[src/sv/wssa_pkg.sv]
// Shared types, register codes and constants of the water sensor smoothing and alarm block.
package wssa_pkg;

    // Configuration register indexes
    localparam int unsigned CFG_INDEX_W = 3;
    localparam logic [CFG_INDEX_W-1:0] REG_TEMP_CAL  = 3'd0;
    localparam logic [CFG_INDEX_W-1:0] REG_TEMP_LOW  = 3'd1;
    localparam logic [CFG_INDEX_W-1:0] REG_TEMP_HIGH = 3'd2;
    localparam logic [CFG_INDEX_W-1:0] REG_PH_CAL    = 3'd3;
    localparam logic [CFG_INDEX_W-1:0] REG_PH_LOW    = 3'd4;
    localparam logic [CFG_INDEX_W-1:0] REG_PH_HIGH   = 3'd5;
    localparam int unsigned CFG_DATA_W = 14;

    // Register reset values
    localparam logic signed [11:0] TEMP_CAL_RST  = 12'sd0;
    localparam logic [13:0]        TEMP_LOW_RST  = 14'd6144;
    localparam logic [13:0]        TEMP_HIGH_RST = 14'd7168;
    localparam logic signed [12:0] PH_CAL_RST    = 13'sd0;
    localparam logic [13:0]        PH_LOW_RST    = 14'd6656;
    localparam logic [13:0]        PH_HIGH_RST   = 14'd7680;

    // Special temperature sensor codes, 1/16 degC
    localparam logic signed [11:0] TEMP_ERROR_CODE = -12'sd2032;
    localparam logic signed [11:0] TEMP_POWER_ON   = 12'sd1360;

    // State reset values
    localparam logic signed [15:0] TEMP_FILTER_RST = 16'sd0;
    localparam logic signed [15:0] PH_FILTER_RST   = 16'sd7168;
    localparam logic signed [15:0] TEMP_MIN_RST    = 16'sh7FFF;
    localparam logic signed [15:0] TEMP_MAX_RST    = 16'sh8000;

    // Hysteresis margins, 0.2 degC and 0.2 pH
    localparam logic signed [17:0] TEMP_HYST = 18'sd51;
    localparam logic signed [17:0] PH_HYST   = 18'sd205;

    // Band codes
    localparam logic [1:0] BAND_OK   = 2'd0;
    localparam logic [1:0] BAND_LOW  = 2'd1;
    localparam logic [1:0] BAND_HIGH = 2'd2;

    localparam int unsigned WORK_DEPTH = 4;

    typedef struct packed {
        logic              temp_present;
        logic signed [11:0] temp_sample;
        logic              ph_present;
        logic [11:0]       ph_sample;
        logic              water_ok;
        logic              check_alarms;
    } t_in_item;

    typedef struct packed {
        logic signed [15:0] smoothed_temp;
        logic signed [15:0] smoothed_ph;
        logic signed [15:0] lowest_temp;
        logic signed [15:0] highest_temp;
        logic               sensor_ok;
        logic [1:0]         temp_status;
        logic [1:0]         ph_status;
        logic               temp_event;
        logic               ph_event;
        logic               water_event;
    } t_out_item;

    typedef struct packed {
        logic signed [11:0] temp_cal;
        logic [13:0]        temp_low;
        logic [13:0]        temp_high;
        logic signed [12:0] ph_cal;
        logic [13:0]        ph_low;
        logic [13:0]        ph_high;
    } t_cfg;

    // What a temperature field does to the temperature state
    typedef enum logic [1:0] {
        TK_NONE,    // no sample: nothing changes
        TK_LOST,    // error code: sensor lost
        TK_KEEP,    // power-on code: connected, filter kept
        TK_SAMPLE   // real sample: connected, filter updated
    } t_temp_kind;

    typedef struct packed {
        t_temp_kind         temp_kind;
        logic signed [15:0] temp_x;
        logic               ph_valid;
        logic signed [15:0] ph_y;
        logic               water_ok;
        logic               check;
    } t_work;

endpackage

[src/sv/wssa_front.sv]
// Front end: classifies the temperature field and scales both samples.
module wssa_front (
    input  wssa_pkg::t_in_item i_item,
    input  wssa_pkg::t_cfg     i_cfg,
    output wssa_pkg::t_work    o_work
);
    import wssa_pkg::*;

    // round(raw * 19712 / 6825) = floor((raw * 39424 + 6825) / 13650)
    localparam int unsigned PhShift = 42;
    localparam logic [28:0] PhRecip = 29'(((64'd1 << PhShift) + 64'd13649) / 64'd13650);

    logic signed [16:0] temp_sum;
    logic signed [15:0] temp_x;
    logic [27:0]        ph_num;
    logic [56:0]        ph_prod;
    logic [13:0]        ph_scaled;
    t_temp_kind         kind;

    always_comb begin
        temp_sum = (17'(i_item.temp_sample) <<< 4) + 17'(i_cfg.temp_cal);
        if (temp_sum > 17'sd32767) begin
            temp_x = 16'sh7FFF;
        end else if (temp_sum < -17'sd32768) begin
            temp_x = 16'sh8000;
        end else begin
            temp_x = temp_sum[15:0];
        end

        if (!i_item.temp_present) begin
            kind = TK_NONE;
        end else if (i_item.temp_sample == TEMP_ERROR_CODE) begin
            kind = TK_LOST;
        end else if (i_item.temp_sample == TEMP_POWER_ON) begin
            kind = TK_KEEP;
        end else begin
            kind = TK_SAMPLE;
        end
    end

    // exact for every numerator below 2^28
    assign ph_num    = 28'(i_item.ph_sample) * 28'd39424 + 28'd6825;
    assign ph_prod   = 57'(ph_num) * 57'(PhRecip);
    assign ph_scaled = ph_prod[55:42];

    always_comb begin
        o_work.temp_kind = kind;
        o_work.temp_x    = temp_x;
        o_work.ph_valid  = i_item.ph_present;
        // scaled reading plus a 13-bit offset always fits 16 bits
        o_work.ph_y      = $signed({2'b00, ph_scaled}) + 16'(i_cfg.ph_cal);
        o_work.water_ok  = i_item.water_ok;
        o_work.check     = i_item.check_alarms;
    end

endmodule

[src/sv/wssa_fifo.sv]
// Short work queue between the front end and the back end.
module wssa_fifo #(
    parameter int unsigned Depth = wssa_pkg::WORK_DEPTH
) (
    input  logic            i_clk,
    input  logic            i_rst_n,
    input  logic            i_push,
    input  wssa_pkg::t_work i_data,
    output logic            o_ready,
    output logic            o_valid,
    output wssa_pkg::t_work o_data,
    input  logic            i_pop
);
    import wssa_pkg::*;

    localparam int unsigned PtrW = (Depth > 1) ? $clog2(Depth) : 1;
    localparam int unsigned CntW = $clog2(Depth + 1);

    t_work            r_mem [Depth];
    logic [PtrW-1:0]  r_wr_ptr, r_rd_ptr;
    logic [CntW-1:0]  r_count;

    assign o_ready = (r_count != CntW'(Depth));
    assign o_valid = (r_count != '0);
    assign o_data  = r_mem[r_rd_ptr];

    always_ff @(posedge i_clk) begin
        if (i_push) begin
            r_mem[r_wr_ptr] <= i_data;
        end
    end

    always_ff @(posedge i_clk) begin
        if (!i_rst_n) begin
            r_wr_ptr <= '0;
            r_rd_ptr <= '0;
            r_count  <= '0;
        end else begin
            if (i_push) begin
                r_wr_ptr <= (r_wr_ptr == PtrW'(Depth - 1)) ? '0 : r_wr_ptr + PtrW'(1);
            end
            if (i_pop) begin
                r_rd_ptr <= (r_rd_ptr == PtrW'(Depth - 1)) ? '0 : r_rd_ptr + PtrW'(1);
            end
            unique case ({i_push, i_pop})
                2'b10:   r_count <= r_count + CntW'(1);
                2'b01:   r_count <= r_count - CntW'(1);
                default: r_count <= r_count;
            endcase
        end
    end

    a_count_bound: assert property (@(posedge i_clk) disable iff (!i_rst_n)
        r_count <= CntW'(Depth))
        else $error("work queue count beyond depth");

    a_no_push_full: assert property (@(posedge i_clk) disable iff (!i_rst_n)
        i_push |-> o_ready)
        else $error("push into a full work queue");

    a_pop_drains: assert property (@(posedge i_clk) disable iff (!i_rst_n)
        (i_pop && !i_push) |=> (r_count == $past(r_count) - CntW'(1)))
        else $error("pop without push did not drain one entry");

endmodule

[src/sv/wssa_back.sv]
// Back end: filter update stage, then min/max, hysteresis bands and the output register.
module wssa_back (
    input  logic              i_clk,
    input  logic              i_rst_n,
    input  wssa_pkg::t_cfg    i_cfg,
    input  logic              i_work_valid,
    input  wssa_pkg::t_work   i_work,
    output logic              o_pop,
    output logic              o_out_valid,
    output wssa_pkg::t_out_item o_out_item,
    input  logic              i_out_ready
);
    import wssa_pkg::*;

    localparam int unsigned DivShift = 23;
    localparam logic [19:0] Div10Recip = 20'(((64'd1 << DivShift) + 64'd9) / 64'd10);
    localparam logic signed [20:0] Div10Bias = 21'sd327685;   // 10 * 32768 + 5

    // floor((s + 5) / 10); s is a weighted sum of two 16-bit values
    function automatic logic signed [15:0] div10_round(input logic signed [19:0] s);
        logic signed [20:0] t;
        logic [19:0]        u;
        logic [39:0]        p;
        t = 21'(s) + Div10Bias;
        u = t[19:0];
        p = 40'(u) * 40'(Div10Recip);
        return {~p[38], p[37:23]};
    endfunction

    typedef struct packed {
        logic signed [15:0] temp_filter;
        logic signed [15:0] ph_filter;
        logic               sensor;
        logic               temp_upd;
        logic               water_ok;
        logic               check;
    } t_mid;

    logic               en;
    // stage A state
    logic signed [15:0] r_temp_filter, r_ph_filter;
    logic               r_temp_seen, r_ph_seen, r_sensor;
    logic               r_a_valid;
    t_mid               r_mid;
    // stage B state
    logic signed [15:0] r_temp_min, r_temp_max;
    logic [1:0]         r_last_tband, r_last_pband;
    logic               r_last_water;
    t_out_item          r_out;
    logic               r_out_valid;

    logic signed [19:0] temp_sum, ph_sum;
    t_mid               n_mid;
    logic signed [15:0] n_temp_min, n_temp_max;
    logic [1:0]         n_tband, n_pband;
    logic signed [17:0] f_t, f_p, t_lo, t_hi, p_lo, p_hi;

    assign en          = !r_out_valid || i_out_ready;
    assign o_pop       = en && i_work_valid;
    assign o_out_valid = r_out_valid;
    assign o_out_item  = r_out;

    // ---- stage A: filter update
    assign temp_sum = 20'sd7 * 20'(r_temp_filter) + 20'sd3 * 20'(i_work.temp_x);
    assign ph_sum   = 20'sd8 * 20'(r_ph_filter) + 20'sd2 * 20'(i_work.ph_y);

    always_comb begin
        n_mid.temp_filter = r_temp_filter;
        n_mid.ph_filter   = r_ph_filter;
        n_mid.sensor      = r_sensor;
        n_mid.temp_upd    = 1'b0;
        n_mid.water_ok    = i_work.water_ok;
        n_mid.check       = i_work.check;
        unique case (i_work.temp_kind)
            TK_NONE: ;
            TK_LOST: n_mid.sensor = 1'b0;
            TK_KEEP: n_mid.sensor = 1'b1;
            TK_SAMPLE: begin
                n_mid.sensor      = 1'b1;
                n_mid.temp_upd    = 1'b1;
                n_mid.temp_filter = r_temp_seen ? div10_round(temp_sum) : i_work.temp_x;
            end
            default: ;
        endcase
        if (i_work.ph_valid) begin
            n_mid.ph_filter = r_ph_seen ? div10_round(ph_sum) : i_work.ph_y;
        end
    end

    always_ff @(posedge i_clk) begin
        if (!i_rst_n) begin
            r_temp_filter <= TEMP_FILTER_RST;
            r_ph_filter   <= PH_FILTER_RST;
            r_temp_seen   <= 1'b0;
            r_ph_seen     <= 1'b0;
            r_sensor      <= 1'b0;
            r_a_valid     <= 1'b0;
        end else if (en) begin
            r_a_valid <= i_work_valid;
            if (i_work_valid) begin
                r_temp_filter <= n_mid.temp_filter;
                r_ph_filter   <= n_mid.ph_filter;
                r_sensor      <= n_mid.sensor;
                if (n_mid.temp_upd) begin
                    r_temp_seen <= 1'b1;
                end
                if (i_work.ph_valid) begin
                    r_ph_seen <= 1'b1;
                end
            end
        end
    end

    always_ff @(posedge i_clk) begin
        if (o_pop) begin
            r_mid <= n_mid;
        end
    end

    // ---- stage B: extremes, bands and events
    always_comb begin
        n_temp_min = r_temp_min;
        n_temp_max = r_temp_max;
        if (r_mid.temp_upd && (r_mid.temp_filter < r_temp_min)) begin
            n_temp_min = r_mid.temp_filter;
        end
        if (r_mid.temp_upd && (r_mid.temp_filter > r_temp_max)) begin
            n_temp_max = r_mid.temp_filter;
        end

        f_t  = 18'(r_mid.temp_filter);
        f_p  = 18'(r_mid.ph_filter);
        t_lo = $signed({4'b0000, i_cfg.temp_low});
        t_hi = $signed({4'b0000, i_cfg.temp_high});
        p_lo = $signed({4'b0000, i_cfg.ph_low});
        p_hi = $signed({4'b0000, i_cfg.ph_high});

        // a lost sensor reads as ok
        n_tband = BAND_OK;
        if (r_mid.sensor) begin
            unique case (r_last_tband)
                BAND_LOW:  n_tband = (f_t >= t_lo + TEMP_HYST) ? BAND_OK : BAND_LOW;
                BAND_HIGH: n_tband = (f_t <= t_hi - TEMP_HYST) ? BAND_OK : BAND_HIGH;
                default: begin
                    if (f_t <= t_lo - TEMP_HYST) begin
                        n_tband = BAND_LOW;
                    end else if (f_t >= t_hi + TEMP_HYST) begin
                        n_tband = BAND_HIGH;
                    end
                end
            endcase
        end

        // from ok, too high wins when both tests hold
        n_pband = r_last_pband;
        unique case (r_last_pband)
            BAND_LOW:  if (f_p >= p_lo + PH_HYST) n_pband = BAND_OK;
            BAND_HIGH: if (f_p <= p_hi - PH_HYST) n_pband = BAND_OK;
            default: begin
                if (f_p >= p_hi + PH_HYST) begin
                    n_pband = BAND_HIGH;
                end else if (f_p <= p_lo - PH_HYST) begin
                    n_pband = BAND_LOW;
                end
            end
        endcase
    end

    always_ff @(posedge i_clk) begin
        if (!i_rst_n) begin
            r_temp_min   <= TEMP_MIN_RST;
            r_temp_max   <= TEMP_MAX_RST;
            r_last_tband <= BAND_OK;
            r_last_pband <= BAND_OK;
            r_last_water <= 1'b1;
            r_out_valid  <= 1'b0;
        end else if (en) begin
            r_out_valid <= r_a_valid;
            if (r_a_valid) begin
                r_temp_min <= n_temp_min;
                r_temp_max <= n_temp_max;
                if (r_mid.check) begin
                    r_last_tband <= n_tband;
                    r_last_pband <= n_pband;
                    r_last_water <= r_mid.water_ok;
                end
            end
        end
    end

    always_ff @(posedge i_clk) begin
        if (en && r_a_valid) begin
            r_out.smoothed_temp <= r_mid.temp_filter;
            r_out.smoothed_ph   <= r_mid.ph_filter;
            r_out.lowest_temp   <= n_temp_min;
            r_out.highest_temp  <= n_temp_max;
            r_out.sensor_ok     <= r_mid.sensor;
            r_out.temp_status   <= r_mid.check ? n_tband : r_last_tband;
            r_out.ph_status     <= r_mid.check ? n_pband : r_last_pband;
            r_out.temp_event    <= r_mid.check && (n_tband != r_last_tband);
            r_out.ph_event      <= r_mid.check && (n_pband != r_last_pband);
            r_out.water_event   <= r_mid.check && (r_mid.water_ok != r_last_water);
        end
    end

    a_stall_freeze: assert property (@(posedge i_clk) disable iff (!i_rst_n)
        (r_out_valid && !i_out_ready) |=> ($stable(r_temp_min) && $stable(r_last_tband)
                                            && $stable(r_temp_filter)))
        else $error("back end state moved while the output was stalled");

    a_min_le_max: assert property (@(posedge i_clk) disable iff (!i_rst_n)
        (r_temp_min != TEMP_MIN_RST) |-> (r_temp_min <= r_temp_max))
        else $error("running minimum above running maximum");

    a_stage_advance: assert property (@(posedge i_clk) disable iff (!i_rst_n)
        (r_a_valid && en) |=> r_out_valid)
        else $error("item in filter stage did not reach the output register");

endmodule

[src/sv/water_sensor_smoothing_alarm_core.sv]
// Top level of the water sensor smoothing and alarm block.
// Path: an accepted item is written into the queue, then registered in the filter stage
// and then in the output register; items wait in place while the output stalls.
// Throughput: one item per cycle unless the output stalls, set by the filter update
// loop (weighted sum and divide-by-ten reciprocal multiply in the filter stage).
// Reset: synchronous, active low; registers, filters, extremes and bands take their
// reset values at once, no clearing pass. Configuration writes are registered.
module water_sensor_smoothing_alarm_core #(
    parameter int unsigned WorkDepth = wssa_pkg::WORK_DEPTH
) (
    input  logic                                i_clk,
    input  logic                                i_rst_n,
    // input items
    input  logic                                i_in_valid,
    output logic                                o_in_ready,
    input  wssa_pkg::t_in_item                  i_in_item,
    // result items
    output logic                                o_out_valid,
    input  logic                                i_out_ready,
    output wssa_pkg::t_out_item                 o_out_item,
    // configuration writes
    input  logic                                i_cfg_valid,
    output logic                                o_cfg_ready,
    input  logic [wssa_pkg::CFG_INDEX_W-1:0]    i_cfg_index,
    input  logic [wssa_pkg::CFG_DATA_W-1:0]     i_cfg_data
);
    import wssa_pkg::*;

    t_cfg   r_cfg;
    t_work  front_work;
    t_work  queue_work;
    logic   push;
    logic   queue_ready;
    logic   queue_valid;
    logic   pop;

    // Register file: always ready, writes past the last index are dropped.
    // Each register keeps only its low bits.
    assign o_cfg_ready = 1'b1;

    always_ff @(posedge i_clk) begin
        if (!i_rst_n) begin
            r_cfg.temp_cal  <= TEMP_CAL_RST;
            r_cfg.temp_low  <= TEMP_LOW_RST;
            r_cfg.temp_high <= TEMP_HIGH_RST;
            r_cfg.ph_cal    <= PH_CAL_RST;
            r_cfg.ph_low    <= PH_LOW_RST;
            r_cfg.ph_high   <= PH_HIGH_RST;
        end else if (i_cfg_valid) begin
            unique case (i_cfg_index)
                REG_TEMP_CAL:  r_cfg.temp_cal  <= i_cfg_data[11:0];
                REG_TEMP_LOW:  r_cfg.temp_low  <= i_cfg_data[13:0];
                REG_TEMP_HIGH: r_cfg.temp_high <= i_cfg_data[13:0];
                REG_PH_CAL:    r_cfg.ph_cal    <= i_cfg_data[12:0];
                REG_PH_LOW:    r_cfg.ph_low    <= i_cfg_data[13:0];
                REG_PH_HIGH:   r_cfg.ph_high   <= i_cfg_data[13:0];
                default: ;
            endcase
        end
    end

    // Front end: classify the temperature code, apply offsets, scale the pH reading.
    wssa_front u_front (
        .i_item (i_in_item),
        .i_cfg  (r_cfg),
        .o_work (front_work)
    );

    // Input side stalls only when the queue is full.
    assign o_in_ready = queue_ready;
    assign push       = i_in_valid && queue_ready;

    wssa_fifo #(
        .Depth (WorkDepth)
    ) u_fifo (
        .i_clk   (i_clk),
        .i_rst_n (i_rst_n),
        .i_push  (push),
        .i_data  (front_work),
        .o_ready (queue_ready),
        .o_valid (queue_valid),
        .o_data  (queue_work),
        .i_pop   (pop)
    );

    // Back end: filters, extremes, hysteresis bands and the result register.
    wssa_back u_back (
        .i_clk        (i_clk),
        .i_rst_n      (i_rst_n),
        .i_cfg        (r_cfg),
        .i_work_valid (queue_valid),
        .i_work       (queue_work),
        .o_pop        (pop),
        .o_out_valid  (o_out_valid),
        .o_out_item   (o_out_item),
        .i_out_ready  (i_out_ready)
    );

endmodule
[config.mk]
export PLATFORM = sky130hd
export DESIGN_NAME = water_sensor_smoothing_alarm_core
export DESIGN_NICKNAME = d
export VERILOG_FILES = /design/src/sv/wssa_pkg.sv /design/src/sv/wssa_front.sv /design/src/sv/wssa_fifo.sv /design/src/sv/wssa_back.sv /design/src/sv/water_sensor_smoothing_alarm_core.sv
export SDC_FILE = /design/constraint.sdc
export NUM_CORES = 2
export LEC_CHECK = 0
export BUFFER_PORTS_ARGS = -buffer_cell sky130_fd_sc_hd__buf_4
export CORE_MARGIN = 3
export CORE_UTILIZATION = 40
export CTS_BUF_LIST = sky130_fd_sc_hd__clkbuf_8
export DETAILED_ROUTE_END_ITERATION = 8
export PLACE_DENSITY = 0.63
export SLEW_MARGIN = 20
export SYNTH_ARGS = -nofsm -noshare
export SYNTH_HDL_FRONTEND = slang
export SYNTH_SLANG_ARGS = --single-unit
[constraint.sdc]
create_clock -name i_clk -period 19.2 [get_ports i_clk]
set_clock_uncertainty 0.05 [all_clocks]
set_input_delay 3.84 -clock i_clk [delete_from_list [all_inputs] [get_ports i_clk]]
set_output_delay 3.84 -clock i_clk [all_outputs]
set_load 0.02 [all_outputs]
==> reports/qor.yml <==
clock_tree:
  cts_resized: 0
  cts-buffers-inserted: 69
  clock_sinks: 420
  cts-htree-levels: 3
  cts_buffer_depth: 3
  post-cts-setup-buffers: 0
  clk-insertion-delay-late_ps: 620
  cts_root_buf: "clkbuf_8"
  ctsHoldBuffers: 0
  path_clk_slew_ps: 60
  cts_tree: "built"
sta:
  fmax_mhz: 63.0
  finalCritPeriodShare: 0.827
  period_minus_slack_ps: 15870
  fin_setup_tns_ps: 0
  drv_slew: 0
  rsz0062_at_grt: "false"
  setup_viol: 0
  relSlewSlack: 0.275
  hold_viol_final: 0
  tightest_slew_ps: 1090
drt:
  viasPerCell: 5.13
  ant_nets: 0
  via_count: 35100
  drt_pre_antenna_iters: 6
  wl_per_cell_um: 18.3
  finalWirelength_mm: 125
  drtIter0Drc: 2065
  drc: 0
placed_design:
  port-buffer-count: 123
  hpwlAfterDp_mm: 104
  place.gp.congestion: 0.953
run_status:
  status: "finished clean"
floorplan:
  num_rows: 130
  coreArea_um2: 126000
  dieHeight_um: 362
  io_pins: 125
  fp.dieArea_um2: 131000
  die_w_um: 362
  initial_core_util: 0.403
yosys:
  synthArstFlopShare: 0
  synthTopCellsByArea: "ha_1, fa_1, edfxtp_1"
  synth_fp_nets: 6576
  synth_seq_area_share: 0.216
  synth_edf_count: 256
  synth-seq-cells: 420
  synth_area_leader_cell: "ha_1"
  synthTopCellsByCount: "inv_1, ha_1, fa_1, nand2_1, edfxtp_1"
  netlist_instances: 5034
  yosysWarnings: 0
  syn_area_per_cell_um2: 10.1
  syn-cell-area_um2: 50800
  synth_most_common_cell: "inv_1"
  synth_top_area_share: 0.232
  synth_ff_type: "edfxtp_1"
  ys_types: 95
critical_path:
  cpPeakStageDelay_ps: 750
  crit_arrival_ps: 16140
  endpoint_kind: "flop"
  worstPathMaxFanout: 10
  cp_slowest_cell: "xor2_1"
  required_ps: 19470
  crit_path_start: "i_in_item[2]"
  critPathKind: "in2reg"
  critPathLaunchType: "primary input"
layout:
  area_delta_synth_final_pct: 8.12
  final_nets: 6686
  register_area_um2: 11000
  multiInputGateArea_um2: 35600
  drive_gt1_frac: 0.0728
  nFillCells: 12100
grt:
  grt_pass1_wl_mm: 199
  grt_max_degree: 91
  grt_pass1_vias: 35900
  antenna_found_initial: 3
  gr-usage-all-layers: 0.192
  grt-ovfl-total: 0
run:
  maxCapViolCount: 0
hold_path:
  hp-class: "reg2reg"
  hold_path.startpoint: "r_cfg[71]"
[per-layer routing]
layer | wire length, um | GRT usage | share of wire | vias up
met5 | 12 | 0 | 0.000096 | -
met4 | 2590 | 0.0451 | 0.021 | 2
met3 | 7500 | 0.0317 | 0.060 | 153
met2 | 57500 | 0.315 | 0.46 | 797
met1 | 57700 | 0.266 | 0.46 | 17200
li1 | - | - | - | 17000
[worst max-delay path, delay by kind of cell]
family / cells / cell delay, ps
AO/OA/AOI/OAI: 12 / 2660
XOR/XNOR: 3 / 1110
adder cells (fa/ha/maj): 14 / 5750
buffers and inverters: 9 / 1150
AND/OR/NAND/NOR: 8 / 1620
[state kept, by name (all words and copies together) (netlist names), named ones only]
name / cells
u_back.r_a_valid: 1
u_back.r_temp_max: 16
u_back.r_mid: 4
u_back.r_last_water: 1
u_fifo.r_count: 3
u_back.r_last_tband: 2
u_back.r_ph_seen: 1
u_back.r_temp_filter: 16
u_back.r_sensor: 1
u_back.r_temp_min: 16
u_back.o_out_valid: 1
u_back.f_t: 16
r_cfg: 81
u_fifo.r_rd_ptr: 2
u_fifo.r_mem: 148
u_fifo.r_wr_ptr: 2
u_back.r_ph_filter: 16
u_back.o_out_item: 72
u_back.r_last_pband: 2
u_back.r_temp_seen: 1
u_back.f_p: 16
[cell usage in the layout (no fill, tap or decap), types with 44 or more instances in the layout]
cell type and count:
o21ai_0 137, inv_1 1051, xor2_1 107, fa_1 551
ha_1 941, a21o_1 93, nand3_1 62, nand2_1 361
clkbuf_8 78, a21oi_1 254, nor3_1 54, buf_4 145
xnor2_1 132, mux2_2 51, edfxtp_1 256, dfxtp_1 162
nor2_1 196, mux2i_1 44
[stage by stage]
step                      worst slack (ps)   util  hold WS [ps]  std cells  instance area, um2
after CTS                             3430  0.436           412       6844               54900
after global placement                3240  0.425           403       6723               53600
after detailed placement              2790  0.425           406       6723               53600
after global routing                  2450  0.436           429       6846               54900
final                                 3330  0.436           413       6846               54900
after floorplan                       4220      -           376       5034               50800
[cell type report]
class	instances	area share
repair buffers	145	0.0198
well taps	1650	0.0376
flip-flops and latches	420	0.200
clock buffers	78	0.0195
multi-input cells	3476	0.648
diodes	2	0.0000911
clock inverters	43	0.00488
inverters	1032	0.0706
[logic make-up (layout without fill, tap and decap cells)]
logic type | after synthesis | after routing | share of synthesized area
fa+ha+maj | 1493 | 1493 | 0.449
simple gates | 915 | 915 | 0.0854
compound gates | 690 | 690 | 0.0854
other cells | 1 | 3 | 0.0000738
mux | 131 | 131 | 0.0359
xor+xnor | 246 | 246 | 0.0437
flops | 420 | 420 | 0.216
buf+inv | 1138 | 1298 | 0.0844
[path summary, 6_finish.rpt]
| path | end | cells after the start | slack, ps |
|---|---|---|---|
| max | u_fifo.r_mem[0][16] | 46 | 3330 |
| min | r_cfg[71] | 2 | 410 |
| max reg2reg | u_back.f_t[15] | 39 | 5730 |
| min reg2reg | r_cfg[71] | 2 | 410 |
Power is left out: the tool's default activity adds up to more than one toggle a clock period on the data nets, which glitch-free logic cannot reach.
